--- src/design/bsa_pkg.sv ---
`timescale 1ns / 1ps

package bsa_pkg;

  // Fixed widths of the item fields.
  localparam int PID_W     = 3;
  localparam int PID_SLOTS = 1 << PID_W;
  localparam int AMT_W     = 16;
  localparam int RES_LANES = 4;
  localparam int CFG_IDX_W = 2;

  // Defaults for the top-level parameters.
  localparam int MAX_PROCESSES_DEF = 8;
  localparam int NUM_RESOURCES_DEF = 4;
  localparam int AMOUNT_BITS_DEF   = 16;

  // Operation codes carried in req_type.
  localparam logic [1:0] OP_NEW       = 2'd0;
  localparam logic [1:0] OP_REQUEST   = 2'd1;
  localparam logic [1:0] OP_TERMINATE = 2'd2;

  // Update that the controller broadcasts to the selected cell.
  typedef enum logic [1:0] {
    CMD_NONE  = 2'd0,
    CMD_NEW   = 2'd1,
    CMD_GRANT = 2'd2,
    CMD_KILL  = 2'd3
  } cmd_t;

  // Control broadcast from the controller to every cell.
  typedef struct packed {
    cmd_t             cmd;
    logic [PID_W-1:0] pid;
    logic             clear;
    logic             check;
  } ctl_t;

  // Flags of the token that walks down the chain.
  typedef struct packed {
    logic valid;
    logic progress;
    logic pending;
    logic hit_live;
  } tok_t;

endpackage

--- src/design/bsa_cell.sv ---
`timescale 1ns / 1ps

module bsa_cell #(
  parameter int IDX = 0,
  parameter int NR  = bsa_pkg::NUM_RESOURCES_DEF,
  parameter int AW  = bsa_pkg::AMOUNT_BITS_DEF
) (
  input  logic                   clk,
  input  logic                   rst,
  input  bsa_pkg::ctl_t          ctl,
  input  logic [NR-1:0][AW-1:0]  amt,
  input  bsa_pkg::tok_t          tok_i,
  input  logic [NR-1:0][AW-1:0]  work_i,
  input  logic [NR-1:0][AW-1:0]  need_i,
  input  logic [NR-1:0][AW-1:0]  held_i,
  output bsa_pkg::tok_t          tok_o,
  output logic [NR-1:0][AW-1:0]  work_o,
  output logic [NR-1:0][AW-1:0]  need_o,
  output logic [NR-1:0][AW-1:0]  held_o
);

  localparam logic [bsa_pkg::PID_W-1:0] IDX_PID =
    bsa_pkg::PID_W'(IDX % bsa_pkg::PID_SLOTS);
  localparam bit ADDRESSABLE = (IDX < bsa_pkg::PID_SLOTS);

  logic                  live;
  logic                  done;
  logic [NR-1:0][AW-1:0] claim;
  logic [NR-1:0][AW-1:0] need;

  logic                  sel;
  logic                  fits;
  logic                  fire;
  logic [NR-1:0][AW-1:0] need_eff;
  logic [NR-1:0][AW-1:0] give;
  logic [NR-1:0][AW-1:0] work_sum;

  assign sel = ADDRESSABLE && (ctl.pid == IDX_PID);

  always_comb begin
    fits = 1'b1;
    for (int r = 0; r < NR; r++) begin
      // The requester is checked as if the request were already granted.
      need_eff[r] = sel ? (need[r] - amt[r]) : need[r];
      give[r]     = (claim[r] > need[r]) ? (claim[r] - need[r]) : '0;
      work_sum[r] = work_i[r] + (claim[r] - need_eff[r]);
      if (need_eff[r] > work_i[r]) begin
        fits = 1'b0;
      end
    end
  end

  assign fire = tok_i.valid && ctl.check && live && !done && fits;

  always_ff @(posedge clk) begin
    if (rst) begin
      live  <= 1'b0;
      done  <= 1'b0;
      tok_o <= '0;
    end else begin
      if (ctl.clear) begin
        done <= 1'b0;
      end else if (fire) begin
        done <= 1'b1;
      end
      case (ctl.cmd)
        bsa_pkg::CMD_NEW: begin
          if (sel) live <= 1'b1;
        end
        bsa_pkg::CMD_KILL: begin
          if (sel) live <= 1'b0;
        end
        default: begin
        end
      endcase
      tok_o.valid    <= tok_i.valid;
      tok_o.progress <= tok_i.progress | fire;
      tok_o.pending  <= tok_i.pending | (live & ~(done | fire));
      tok_o.hit_live <= sel ? live : tok_i.hit_live;
    end
  end

  always_ff @(posedge clk) begin
    work_o <= fire ? work_sum : work_i;
    need_o <= sel ? need : need_i;
    held_o <= sel ? give : held_i;
    if (sel && ctl.cmd == bsa_pkg::CMD_NEW) begin
      claim <= amt;
      need  <= amt;
    end else if (sel && ctl.cmd == bsa_pkg::CMD_GRANT) begin
      for (int r = 0; r < NR; r++) begin
        need[r] <= need[r] - amt[r];
      end
    end
  end

endmodule

--- config.mk ---
export PLATFORM = sky130hd
export DESIGN_NAME = bsa_cell
export DESIGN_NICKNAME = d
export VERILOG_FILES = /design/src/design/bsa_pkg.sv /design/src/design/bsa_cell.sv
export SDC_FILE = /design/constraint.sdc
export NUM_CORES = 1
export LEC_CHECK = 0
export ABC_AREA = 0
export BUFFER_PORTS_ARGS = -buffer_cell sky130_fd_sc_hd__buf_2
export CELL_PAD_IN_SITES_DETAIL_PLACEMENT = 0
export CELL_PAD_IN_SITES_GLOBAL_PLACEMENT = 2
export CORE_MARGIN = 5
export CORE_UTILIZATION = 34
export DETAILED_ROUTE_END_ITERATION = 12
export HOLD_SLACK_MARGIN = 0.1
export PLACE_DENSITY_LB_ADDON = 0.1
export SETUP_SLACK_MARGIN = 0.15
export SLEW_MARGIN = 20
export SYNTH_ARGS = -nofsm -noshare
export SYNTH_HDL_FRONTEND = slang
export SYNTH_SLANG_ARGS = --single-unit
export TNS_END_PERCENT = 5
--- constraint.sdc ---
create_clock -name clk -period 6.5 [get_ports clk]
set_input_delay 0 -clock clk [delete_from_list [all_inputs] [get_ports clk]]
set_output_delay 0 -clock clk [all_outputs]
set_load 0.1 [all_outputs]
* Word level (Yosys, flattened, before mapping) *
Cells that the tools add are included.
W data, S select, Z words.

word-level totals
  word-level logic and storage cells = 93
  input bits = 269
  output and inout port bits = 196
  bits in registers = 326

cells by class
  order comparisons = 8
  add/subtract/negate cells = 16
  equality and inequality tests = 5
  muxes and demuxes = 21
  bitwise logic cells = 5
  reductions and logical operators = 12

operators with widths
  operator              count
  $mux W64              5
  $sub A16 B16 Y16      12
  $gt A16 B16 Y1        8
  $mux W16              8
  $add A16 B16 Y16      4
  $mux W1               7
  $logic_and A1 B1 Y1   6
  $eq A2 B2 Y1 const B  2
  $ne A2 B2 Y1 const B  2
  $reduce_bool A2 Y1    2
  $logic_not A3 Y1      1
  $or A1 B1 Y1          3
  $reduce_and A3 Y1     1
  $eq A2 B1 Y1 const B  1
  $pmux W1 S2           1
  $reduce_or A2 Y1      1
  $and A1 B1 Y1         1
  $logic_not A1 Y1      1
  $not A1 Y1            1

* Longest topological paths before layout *
Gate-level depths: netlist (run 1).

  depth after elaboration = 12
  depth in mapped cells = 22
  depth with buffers taken out = 22

* Worst setup path before layout (run 1) *
No wires, ideal clock.

  path kind = register to register
  start point = register need[48] in the netlist's numbering
  end point = register work_o[63] in the netlist's numbering
  arrival time = 4532 ps
  setup time = 123 ps
  path buffers = 0
  clock period less this slack = 4655 ps
  cell stages (with the launch flop) = 21
  path slack = 1845 ps
  path through = edfxtp_1 inv_1 ha_1 inv_1 fa_1 a211oi_1 o21bai_1 a31o_1 a41o_1 or2_2 xor2_1 a21o_1 inv_1 fa_1 ha_1 nand2_1 or3_1 a31oi_1 nor4_1 a311o_1 mux2_1

on the way
  longest elaborated chain between the ends = 6

RTL lines
  what                                                      RTL line        source
  start: declaration                                        bsa_cell.sv:29  logic [NR-1:0][AW-1:0] need;
  start signal: assignment                                  bsa_cell.sv:89  need <= amt;
  start signal: indexed assignment                          bsa_cell.sv:92  need[r] <= need[r] - amt[r];
  $sub A16 B16 Y16                                          bsa_cell.sv:44  need_eff[r] = sel ? (need[r] - amt[r]) : need[r];
  $mux W16 *                                                bsa_cell.sv:44
  branches (longest 3 deep; another with $sub A16 B16 Y16)  -
  $mux W64 *                                                bsa_cell.sv:84  work_o <= fire ? work_sum : work_i;
  end signal: assignment                                    bsa_cell.sv:84
  end: declaration                                          bsa_cell.sv:17  output logic [NR-1:0][AW-1:0] work_o,

Mark *: on every way between the ends.
A chain may end at the register's enable or synchronous reset.

* Worst setup path after layout (run 1) *
  start point = register need[0] in the netlist's numbering
  end point = register tok_o[1] in the netlist's numbering

on the way
  longest elaborated chain between the ends = 12

RTL lines
  what                    RTL line        source
  $sub A16 B16 Y16        bsa_cell.sv:44
  $mux W16 *              bsa_cell.sv:44
  $gt A16 B16 Y1 *        bsa_cell.sv:47  if (need_eff[r] > work_i[r]) begin
  $mux W1 * (4 in a row)  bsa_cell.sv:47
  $logic_and A1 B1 Y1 *   bsa_cell.sv:53  assign fire = tok_i.valid && ctl.check && live && !done && fits;
  $or A1 B1 Y1 *          bsa_cell.sv:78  tok_o.pending <= tok_i.pending | (live & ~(done | fire));
  $not A1 Y1 *            bsa_cell.sv:78
  $and A1 B1 Y1 *         bsa_cell.sv:78
  $or A1 B1 Y1 *          bsa_cell.sv:78
  end: declaration        bsa_cell.sv:16  output bsa_pkg::tok_t tok_o,

Mark *: on every way between the ends. The rest lies on a longest branch, timed or not.

==> metrics, run 1 <==
placeable core area 67500 um2; pwr dens 227 nW/um2; IR drop worst, VDD ~170 uV; Antenna Nets Post-Route 0; clk slew on worst S/H paths 0.06 ns; Yosys warning count 0; RSZ-0062 raised after global routing false; Synth Instances 2585; hold_ws 0.158 ns; drt via density 4.98; outcome completed; Yosys reg bits 326; critical path type flip-flop to flip-flop; layout cells sized above 1 17.2%; # port buffers 464; H-tree Lvls 2; Tcrit/Tclk final 91.2%; Final HPWL DP 62300 um; drt first pass iters 6; IO Pins 465; worst rel slew slack 23.4%; row count 95; most used cell along the critical path a21o_1; max cap viols 0; worst endpoint data arrival time 6.38 ns; Mapped Area 23300 um2; number of global-route vias before repair 21.6k; Post-Syn Nets 3174; ys async rst share 0%; die width ~270 um; routed len/inst 18.8 um; Worst Skew 0.0124 ns; NumNets Final 3904; global route overflow 0; Post-synth EDFFs between 100 and 150; HP Class primary input to flip-flop; Worst-Skew Late Latency 0.57 ns; Final Setup Violations 0; leakage 14.9 nW; Final Total Pwr approximately 7.0 mW; endpoints failing hold 0; setup TNS 0 ns; final wirelength between 70000 and 80000 um; gr usage total 20.7%; Placer Congestion 0.853; placed cell area 26500 um2; CP Launch Type flip-flop; Yosys cell types between 70 and 80; crit-path cells inv_1 > ha_1 > inv_1 > fa_1 > a21o_1 > a21o_1 > a21oi_1 > o21ai_0 > a41oi_1 > a21oi_1 > xor2_1 > a21o_1 > ha_1 > nand4_1 > or2_2 > o32ai_1 > nand4b_4 > buf_6 > a31o_2 > dlygate4sd3_1; final worst path period need roughly 6 ns; largest fanout on the critical path 45; Initial Util 34.4%; CP Capture Type flip-flop; CTS max path bufs 3; initial antenna violation count 6; die area between 70000 and 80000 um2; most common flop cell mapped by yosys dfxtp_1; first-pass GRT wire length 122000 um; max frequency approximately 0.17 GHz; max-slew violation count 0; post-synthesis sequential area ratio 33.6%; # Post-CTS Setup Buffers 0; Least-Margin Pin Slew ~1.1 ns; root buf cell clkbuf_16; 1st-iter DRT viols 1066; chip height between 200 and 300 um; TritonCTS Sinks 326; required time worst endpoint approximately 7.0 ns; DRC errors left 0; TritonCTS clock tree built; Synth Area per Inst 9.00 um2; CP peak stage delay 0.98 ns; slowest CP cell o32ai_1; largest net degree at the start of global routing 102; vias after detailed routing 21.0k; design area 30700 um2; synth-to-layout area growth 31.9%; CTS Buf Count 43
[cells in the mapped netlist (all sizes together) (51+ instances only)]
| library cell | count | area (um2) |
|---|---|---|
| xor2 | 57 | 499 |
| dfxtp | 198 | 3960 |
| o21ai | 226 | 1130 |
| xnor2 | 85 | 744 |
| nor2 | 173 | 649 |
| fa | 68 | 1360 |
| edfxtp | 128 | 3840 |
| nand2 | 236 | 886 |
| inv | 307 | 1150 |
| a21o | 105 | 788 |
| ha | 252 | 3150 |
| nor3 | 51 | 265 |
| a21oi | 167 | 836 |
[report_power, final]
group	switching, mW	total [mW]	internal, mW
registers	0.0367	2.28	2.24
clock network	0.968	2.41	1.44
logic	1.49	2.26	0.776
[cell usage in the layout, fill, tap and decap left out, types with 13 or more instances in the layout]
cell type,netlist,layout
a21boi_0,13,13
mux2i_1,46,46
clkbuf_16,0,47
buf_2,3,464
nand2_1,236,236
ha_1,252,252
nor2_1,173,172
a22o_1,22,22
xnor2_1,85,85
nand4_1,26,26
fa_1,68,68
nor3_1,49,49
nor2b_1,32,32
or3_1,23,22
a31oi_1,19,19
and3_1,19,19
nand2b_1,13,13
a21o_1,105,105
dlygate4sd3_1,0,272
o31ai_1,18,18
dfxtp_1,198,198
mux2_1,18,18
inv_1,306,306
xor2_1,57,57
o21ai_0,226,226
o21a_1,33,33
nand3_1,25,25
a211oi_1,14,14
o21bai_1,15,15
a21oi_1,167,167
edfxtp_1,128,128
[cells by family (layout without fill, tap and decap cells)]
| group | after synthesis | in the layout | share of synthesized area [%] |
|---|---|---|---|
| compound gates | 720 | 720 | 19.7 |
| simple gates | 632 | 632 | 12.4 |
| buf+inv | 369 | 1133 | 6.12 |
| flops | 326 | 326 | 33.6 |
| fa+ha+maj | 320 | 320 | 19.4 |
| xor+xnor | 142 | 142 | 5.35 |
| mux | 76 | 76 | 3.43 |
| other cells | 0 | 2 | 0 |
[layout make-up]
type	instances	area, um2
diodes	2	5.00
flip-flops and latches	326	7810
multi-input cells	1890	14100
well taps	873	1090
clock buffers	67	1330
clock inverters	12	88.8
fillers	6679	36800
inverters	309	1160
repair buffers	745	5140
[per-stage QoR]
step | setup slack (ns) | cells | util [%]
after CTS | 0.317 | 4222 | 45.4
final | 0.571 | 4224 | 45.4
after detailed placement | 0.817 | 3871 | 39.3
after global routing | 0.184 | 4222 | 45.4
after floorplan | 1.84 | 2585 | -
after global placement | 0.834 | 3871 | 39.3
[sequential cells by signal, indices dropped and copies added, names as in the netlist]
register  flops
claim        64
held_o       64
need         64
need_o       64
work_o       64
tok_o         4
done          1
live          1
[final timing paths]
kind	slack (ns)	cells after the start	start	to
setup / recovery	0.57	20	need[0]	tok_o[1]
hold / removal	0.16	4	ctl[6]	need[1]
setup reg to reg	0.57	20	need[0]	tok_o[1]
hold reg to reg	0.61	2	need[0]	need_o[0]
[metal layers]
layer,GRT usage (%),part of all wire [%],up-vias
li1,-,-,10564
met1,26.6,44,9853
met2,36.5,49,491
met3,3.54,4.9,113
met4,4.81,2.3,6
met5,0,0.035,-
[worst max-delay path: cells and delay by family (launching register included)]
kind / cells / cell delay (ns)
xor gates and xnor gates: 1 / 0.18
DFF: 1 / 0.41
and+or+nand+nor: 3 / 0.63
adders and majority gates: 3 / 0.86
AOI/OAI and AO/OA: 9 / 2.70
buffers and inverters: 4 / 0.97
[repair_timing]
action                                 in CTS  in global routing
endpoints found under the hold margin     326                  0
hold buffers                              272                  0
setup endpoints to repair                   0                  4
resized for setup                           0                  1
Note: power is estimated with default switching activity, not from simulation.
==> run 2: changes to the inputs <==
--- a/config.mk
+++ b/config.mk
@@ -9,7 +9,6 @@
 export BUFFER_PORTS_ARGS = -buffer_cell sky130_fd_sc_hd__buf_2
 export CELL_PAD_IN_SITES_DETAIL_PLACEMENT = 0
 export CELL_PAD_IN_SITES_GLOBAL_PLACEMENT = 2
-export CORE_MARGIN = 5
 export CORE_UTILIZATION = 34
 export DETAILED_ROUTE_END_ITERATION = 12
 export HOLD_SLACK_MARGIN = 0.1
==> metrics, run 2 (synthesis results as in run 1) <==
outcome completed (unchanged); CP Capture Type flip-flop (unchanged); Final Setup Violations 0 (unchanged); reg2reg setup slack 0.60 ns (was 0.57 ns); Final HPWL DP 60700 um (was 62300 um); family with the most delay on the worst path compound AO/OA/AOI/OAI gates (unchanged); Placer Congestion 0.850 (was 0.853); crit-path cells inv_1 > ha_1 > inv_1 > fa_1 > a211o_1 > a21oi_1 > o21ai_0 > a41oi_1 > a21oi_1 > a31oi_1 > xnor2_1 > a21o_1 > ha_1 > nand4_1 > or2_2 > o32ai_1 > nand4b_4 > buf_12 > a31o_2 > dlygate4sd3_1 (was inv_1 > ha_1 > inv_1 > fa_1 > a21o_1 > a21o_1 > a21oi_1 > o21ai_0 > a41oi_1 > a21oi_1 > xor2_1 > a21o_1 > ha_1 > nand4_1 > or2_2 > o32ai_1 > nand4b_4 > buf_6 > a31o_2 > dlygate4sd3_1); chip height 264 um (was 272 um); most frequent cells in the layout buf_2, inv_1, dlygate4sd3_1, ha_1, nand2_1 (unchanged); most common cell after layout, fill and taps aside buf_2 (unchanged); TritonCTS Sinks 326 (unchanged); NumNets Final 3911 (was 3904); Tcrit/Tclk final 90.8% (was 91.2%); final design utilization 45.6% (was 45.4%); global route overflow 0 (unchanged); Worst-Skew Late Latency 0.58 ns (was 0.57 ns); Worst Skew 0.0157 ns (was 0.0124 ns); # port buffers 464 (unchanged); CTS Buf Count 45 (was 43); IR drop worst, VDD 177 uV (was 171 uV); multi-input logic area 14100 um2 (about the same); root buf cell clkbuf_16 (unchanged); leakage 15.0 nW (was 14.9 nW); H-tree Lvls 2 (unchanged); slowest CP cell o32ai_1 (unchanged); routed len/inst 18.4 um (was 18.8 um); Antenna Nets Post-Route 0 (unchanged); final worst path period need 5.90 ns (was 5.93 ns); setup TNS 0 ns (unchanged); Final Total Pwr 6.96 mW (was 6.95 mW); synth-to-layout area growth 32.1% (was 31.9%); Least-Margin Pin Slew 0.970 ns (was 1.15 ns); crit path buf inv count 4 (unchanged); Initial Util 34.5% (was 34.4%); 1st-iter DRT viols 1058 (was 1066); HP Class primary input to flip-flop (unchanged); die area 69400 um2 (was 73700 um2); # fillers 6665 (was 6679); critical path type flip-flop to flip-flop (unchanged); endpoints failing hold 0 (unchanged); largest fanout on the critical path 67 (was 45); final wirelength 77700 um (was 79200 um); RSZ-0062 raised after global routing false (unchanged); required time worst endpoint 6.96 ns (was 6.95 ns); CP peak stage delay 0.79 ns (was 0.98 ns); drt via density 5.01 (was 4.98); first-pass GRT wire length 120000 um (was 122000 um); die width 264 um (was 272 um); worst endpoint data arrival time 6.36 ns (was 6.38 ns); CP Launch Type flip-flop (unchanged); Post-Layout Cell Count 4234 (was 4224); drt first pass iters 7 (was 6); placed cell count 3875 (was 3871); initial antenna violation count 11 (was 6); number of global-route vias before repair 21.5k (was 21.6k); layout cells sized above 1 17.4% (was 17.2%); row count 95 (unchanged); max cap viols 0 (unchanged); worst rel slew slack 33.6% (was 23.4%); placeable core area 67400 um2 (was 67500 um2); max frequency 0.169 GHz (about the same); Register Area 7810 um2 (unchanged); vias after detailed routing 21.2k (was 21.0k); pwr dens 226 nW/um2 (was 227 nW/um2); max-slew violation count 0 (unchanged); gr usage total 22.0% (was 20.7%); largest net degree at the start of global routing 81 (was 102); TritonCTS clock tree built (unchanged); CTS max path bufs 3 (unchanged); DRC errors left 0 (unchanged); IO Pins 465 (unchanged); clk slew on worst S/H paths 0.06 ns (about the same)
[run 2: report_power, final]
group          switching [mW]  leakage, nW  internal (mW)
Clock                    1.01        0.700           1.40
Sequential             0.0377         2.83           2.24
Combinational            1.48         11.4          0.778
Total                    2.53         15.0           4.42
[run 2: final cells by class]
class,count,area share [%]
Inverter,309,3.78
Clock buffer,65,4.28
Timing Repair Buffer,750,16.9
Clock inverter,16,0.281
Sequential cell,326,25.4
Antenna cell,5,0.0407
Tap cell,873,3.56
Multi-Input combinational cell,1890,45.8
[run 2: worst reg2reg max path, stage by stage (launching register included)]
cell	delay, ns
edfxtp_1	0.41
inv_1	0.10
ha_1	0.18
inv_1	0.06
fa_1	0.43
a211o_1	0.30
a21oi_1	0.16
o21ai_0	0.16
a41oi_1	0.29
a21oi_1	0.16
a31oi_1	0.23
xnor2_1	0.12
a21o_1	0.20
ha_1	0.30
nand4_1	0.14
or2_2	0.34
o32ai_1	0.79
nand4b_4	0.17
buf_12	0.28
a31o_2	0.41
dlygate4sd3_1	0.55
[run 2: what timing repair did]
| item | in CTS | in global routing |
|---|---|---|
| setup endpoints to repair | 0 | 1 |
| buffers inserted | 0 | 0 |
| hold buffers | 273 | 0 |
| gates resized for setup | 0 | 1 |
| endpoints found under the hold margin | 338 | 0 |
[run 2: metal layers]
layer / GRT usage (%) / vias up / wire (um)
li1: - / 10601 / -
met1: 28.2 / 10008 / 34800
met2: 38.6 / 512 / 37800
met3: 3.13 / 95 / 3480
met4: 5.44 / 10 / 1570
met5: 0 / - / 66
[run 2: path summary, 6_finish.rpt]
| kind | startpoint | to | depth (start not counted) |
|---|---|---|---|
| hold reg to reg | need[48] | need_o[48] | 2 |
| setup / recovery | need[32] | tok_o[1] | 20 |
| hold / removal | held_i[21] | held_o[21] | 4 |
| setup reg to reg | need[32] | tok_o[1] | 20 |
[run 2: metrics by stage]
step	cell area (um2)	setup slack, ns	hold WS [ns]
5_1_grt	30700	0.185	0.146
2_1_floorplan	23300	1.84	0.0691
4_1_cts	30700	0.465	0.119
3_5_place_dp	26600	0.935	0.194
3_3_place_gp	26500	0.995	0.180
6_report	30700	0.596	0.147
==> run 3: changes to the inputs <==
==> constraint.sdc (replaced) <==
create_clock -name clk -period 6 [get_ports clk]
set_input_delay 0 -clock clk [delete_from_list [all_inputs] [get_ports clk]]
set_output_delay 0 -clock clk [all_outputs]
set_load 0.1 [all_outputs]
==> metrics, run 3 (synthesis results as in run 1) <==
outcome completed (unchanged); required time worst endpoint 6.44 ns (was 6.96 ns); Least-Margin Pin Slew 1.01 ns (was 0.970 ns); HP Class primary input to flip-flop (unchanged); IR drop worst, VDD 189 uV (was 177 uV); largest fanout on the critical path 40 (was 67); CP peak stage delay 0.75 ns (was 0.79 ns); Final HPWL DP 61000 um (was 60700 um); TritonCTS Sinks 326 (unchanged); worst rel slew slack 32.2% (was 33.6%); pwr dens 248 nW/um2 (was 226 nW/um2); leakage 15.0 nW (about the same); CTS max path bufs 3 (unchanged); chip height 264 um (unchanged); NumNets Final 3906 (was 3911); 1st-iter DRT viols 1002 (was 1058); internal power component 4.91 mW (was 4.42 mW); first-pass GRT wire length 120000 um (about the same); # fillers 6603 (was 6665); Sequential Power Share 32.4% (was 32.8%); placed cell count 3876 (was 3875); hold_ws 0.160 ns (was 0.147 ns); root buf cell clkbuf_16 (unchanged); clock share of power 35.6% (was 34.7%); clk slew on worst S/H paths 0.06 ns (about the same); die width 264 um (unchanged); synth-to-layout area growth 32.2% (was 32.1%); CP Capture Type flip-flop (unchanged); Placer Congestion 0.838 (was 0.850); Tcrit/Tclk final 90.1% (was 90.8%); Worst Skew 0.0143 ns (was 0.0157 ns); Antenna Nets Post-Route 0 (unchanged); multi-input logic area 14100 um2 (about the same); max frequency 0.185 GHz (was 0.169 GHz); CTS Buf Count 44 (was 45); Worst Setup EP work_o[32] (was tok_o[1]); number of global-route vias before repair 21.6k (was 21.5k); pre-CTS WS 0.413 ns (was 0.935 ns); final wirelength 77600 um (was 77700 um); drt via density 5.01 (about the same); critical path type flip-flop to flip-flop (unchanged); crit-path cells inv_1 > ha_1 > inv_1 > fa_1 > a211o_1 > a21oi_1 > o21ai_0 > a41oi_1 > a21oi_1 > a31oi_1 > xnor2_1 > a21o_1 > ha_1 > nand4_1 > or2_2 > o32ai_1 > nand4b_4 > buf_12 > mux2_1 (was inv_1 > ha_1 > inv_1 > fa_1 > a211o_1 > a21oi_1 > o21ai_0 > a41oi_1 > a21oi_1 > a31oi_1 > xnor2_1 > a21o_1 > ha_1 > nand4_1 > or2_2 > o32ai_1 > nand4b_4 > buf_12 > a31o_2 > dlygate4sd3_1); final worst path period need 5.41 ns (was 5.90 ns); r2r endpoint work_o[32] (was tok_o[1]); endpoints failing hold 0 (unchanged); vias after detailed routing 21.2k (about the same); placed cell area 26600 um2 (about the same); Initial Util 34.5% (unchanged); Register Area 7810 um2 (unchanged); final design utilization 45.6% (about the same); row count 95 (unchanged); Post-Layout Cell Count 4225 (was 4234); initial antenna violation count 8 (was 11); DRC errors left 0 (unchanged); most frequent cells in the layout buf_2, inv_1, dlygate4sd3_1, ha_1, nand2_1 (unchanged); final worst setup slack 0.594 ns (was 0.596 ns); largest net degree at the start of global routing 148 (was 81); setup TNS 0 ns (unchanged); R2R depth 19 (was 20); gr usage total 22.0% (about the same); global route overflow 0 (unchanged); Final Total Pwr 7.63 mW (was 6.96 mW); IO Pins 465 (unchanged); Psw 2.73 mW (was 2.53 mW); max-slew violation count 0 (unchanged); H-tree Lvls 2 (unchanged); worst endpoint data arrival time 5.85 ns (was 6.36 ns); max cap viols 0 (unchanged); reg2reg setup slack 0.59 ns (was 0.60 ns); r2r startpoint need[32] (unchanged); Worst Setup SP need[32] (unchanged); most common cell after layout, fill and taps aside buf_2 (unchanged); # port buffers 464 (unchanged); switch share 35.8% (was 36.4%); slowest CP cell o32ai_1 (unchanged); layout cells sized above 1 17.4% (about the same); routed len/inst 18.4 um (about the same); CP Launch Type flip-flop (unchanged); drt first pass iters 5 (was 7); TritonCTS clock tree built (unchanged); RSZ-0062 raised after global routing false (unchanged); die area 69400 um2 (unchanged); Worst-Skew Late Latency 0.57 ns (was 0.58 ns); Final Setup Violations 0 (unchanged); design area 30700 um2 (about the same); Combinational Power Share 32.1% (was 32.5%); placeable core area 67400 um2 (unchanged)
## run 3: worst max-delay path: cells and delay by family, from the launching register on
kind	cells	cell delay, ns
and+or+nand+nor	3	0.66
xor gates and xnor gates	1	0.14
AOI/OAI and AO/OA	8	2.27
buffers and inverters	3	0.40
muxes	1	0.38
adders and majority gates	3	0.92
DFF	1	0.43
## run 3: power groups by stage
stage	clock network, mW	logic (mW)	registers (mW)
2_1_floorplan	0	1.11	3.16
3_3_place_gp	0	2.29	2.52
3_5_place_dp	0	2.30	2.52
4_1_cts	2.81	2.45	2.47
5_1_grt	2.87	2.66	2.48
6_report	2.72	2.45	2.47
## run 3: how the worst min path moves through the flow
stage,start,to,cells after the start
2_1_floorplan,rst,live,1
3_3_place_gp,ctl[1],done,2
3_5_place_dp,ctl[1],done,2
4_1_cts,amt[60],claim[60],2
5_1_grt,amt[5],claim[5],2
6_report,ctl[4],need_o[33],4
## run 3: repair_timing
action	CTS	global route
buffers inserted	0	0
endpoints found under the setup margin	0	6
resized for setup	0	2
hold endpoints to repair	348	0
hold buffers	268	0
## run 3: area by class of cell
type	instances	area share, %
Timing Repair Buffer	746	16.8
Inverter	309	3.78
Sequential cell	326	25.4
Clock inverter	11	0.260
Antenna cell	2	0.0163
Multi-Input combinational cell	1890	45.7
Clock buffer	68	4.52
Tap cell	873	3.55
## run 3: layer usage
| layer | vias to the layer above | global-route usage [%] | wire (um) |
|---|---|---|---|
| met5 | - | 0 | 71 |
| met4 | 12 | 5.53 | 1810 |
| met3 | 107 | 3.32 | 3120 |
| met2 | 453 | 38.9 | 37700 |
| met1 | 10011 | 27.9 | 34800 |
| li1 | 10571 | - | - |
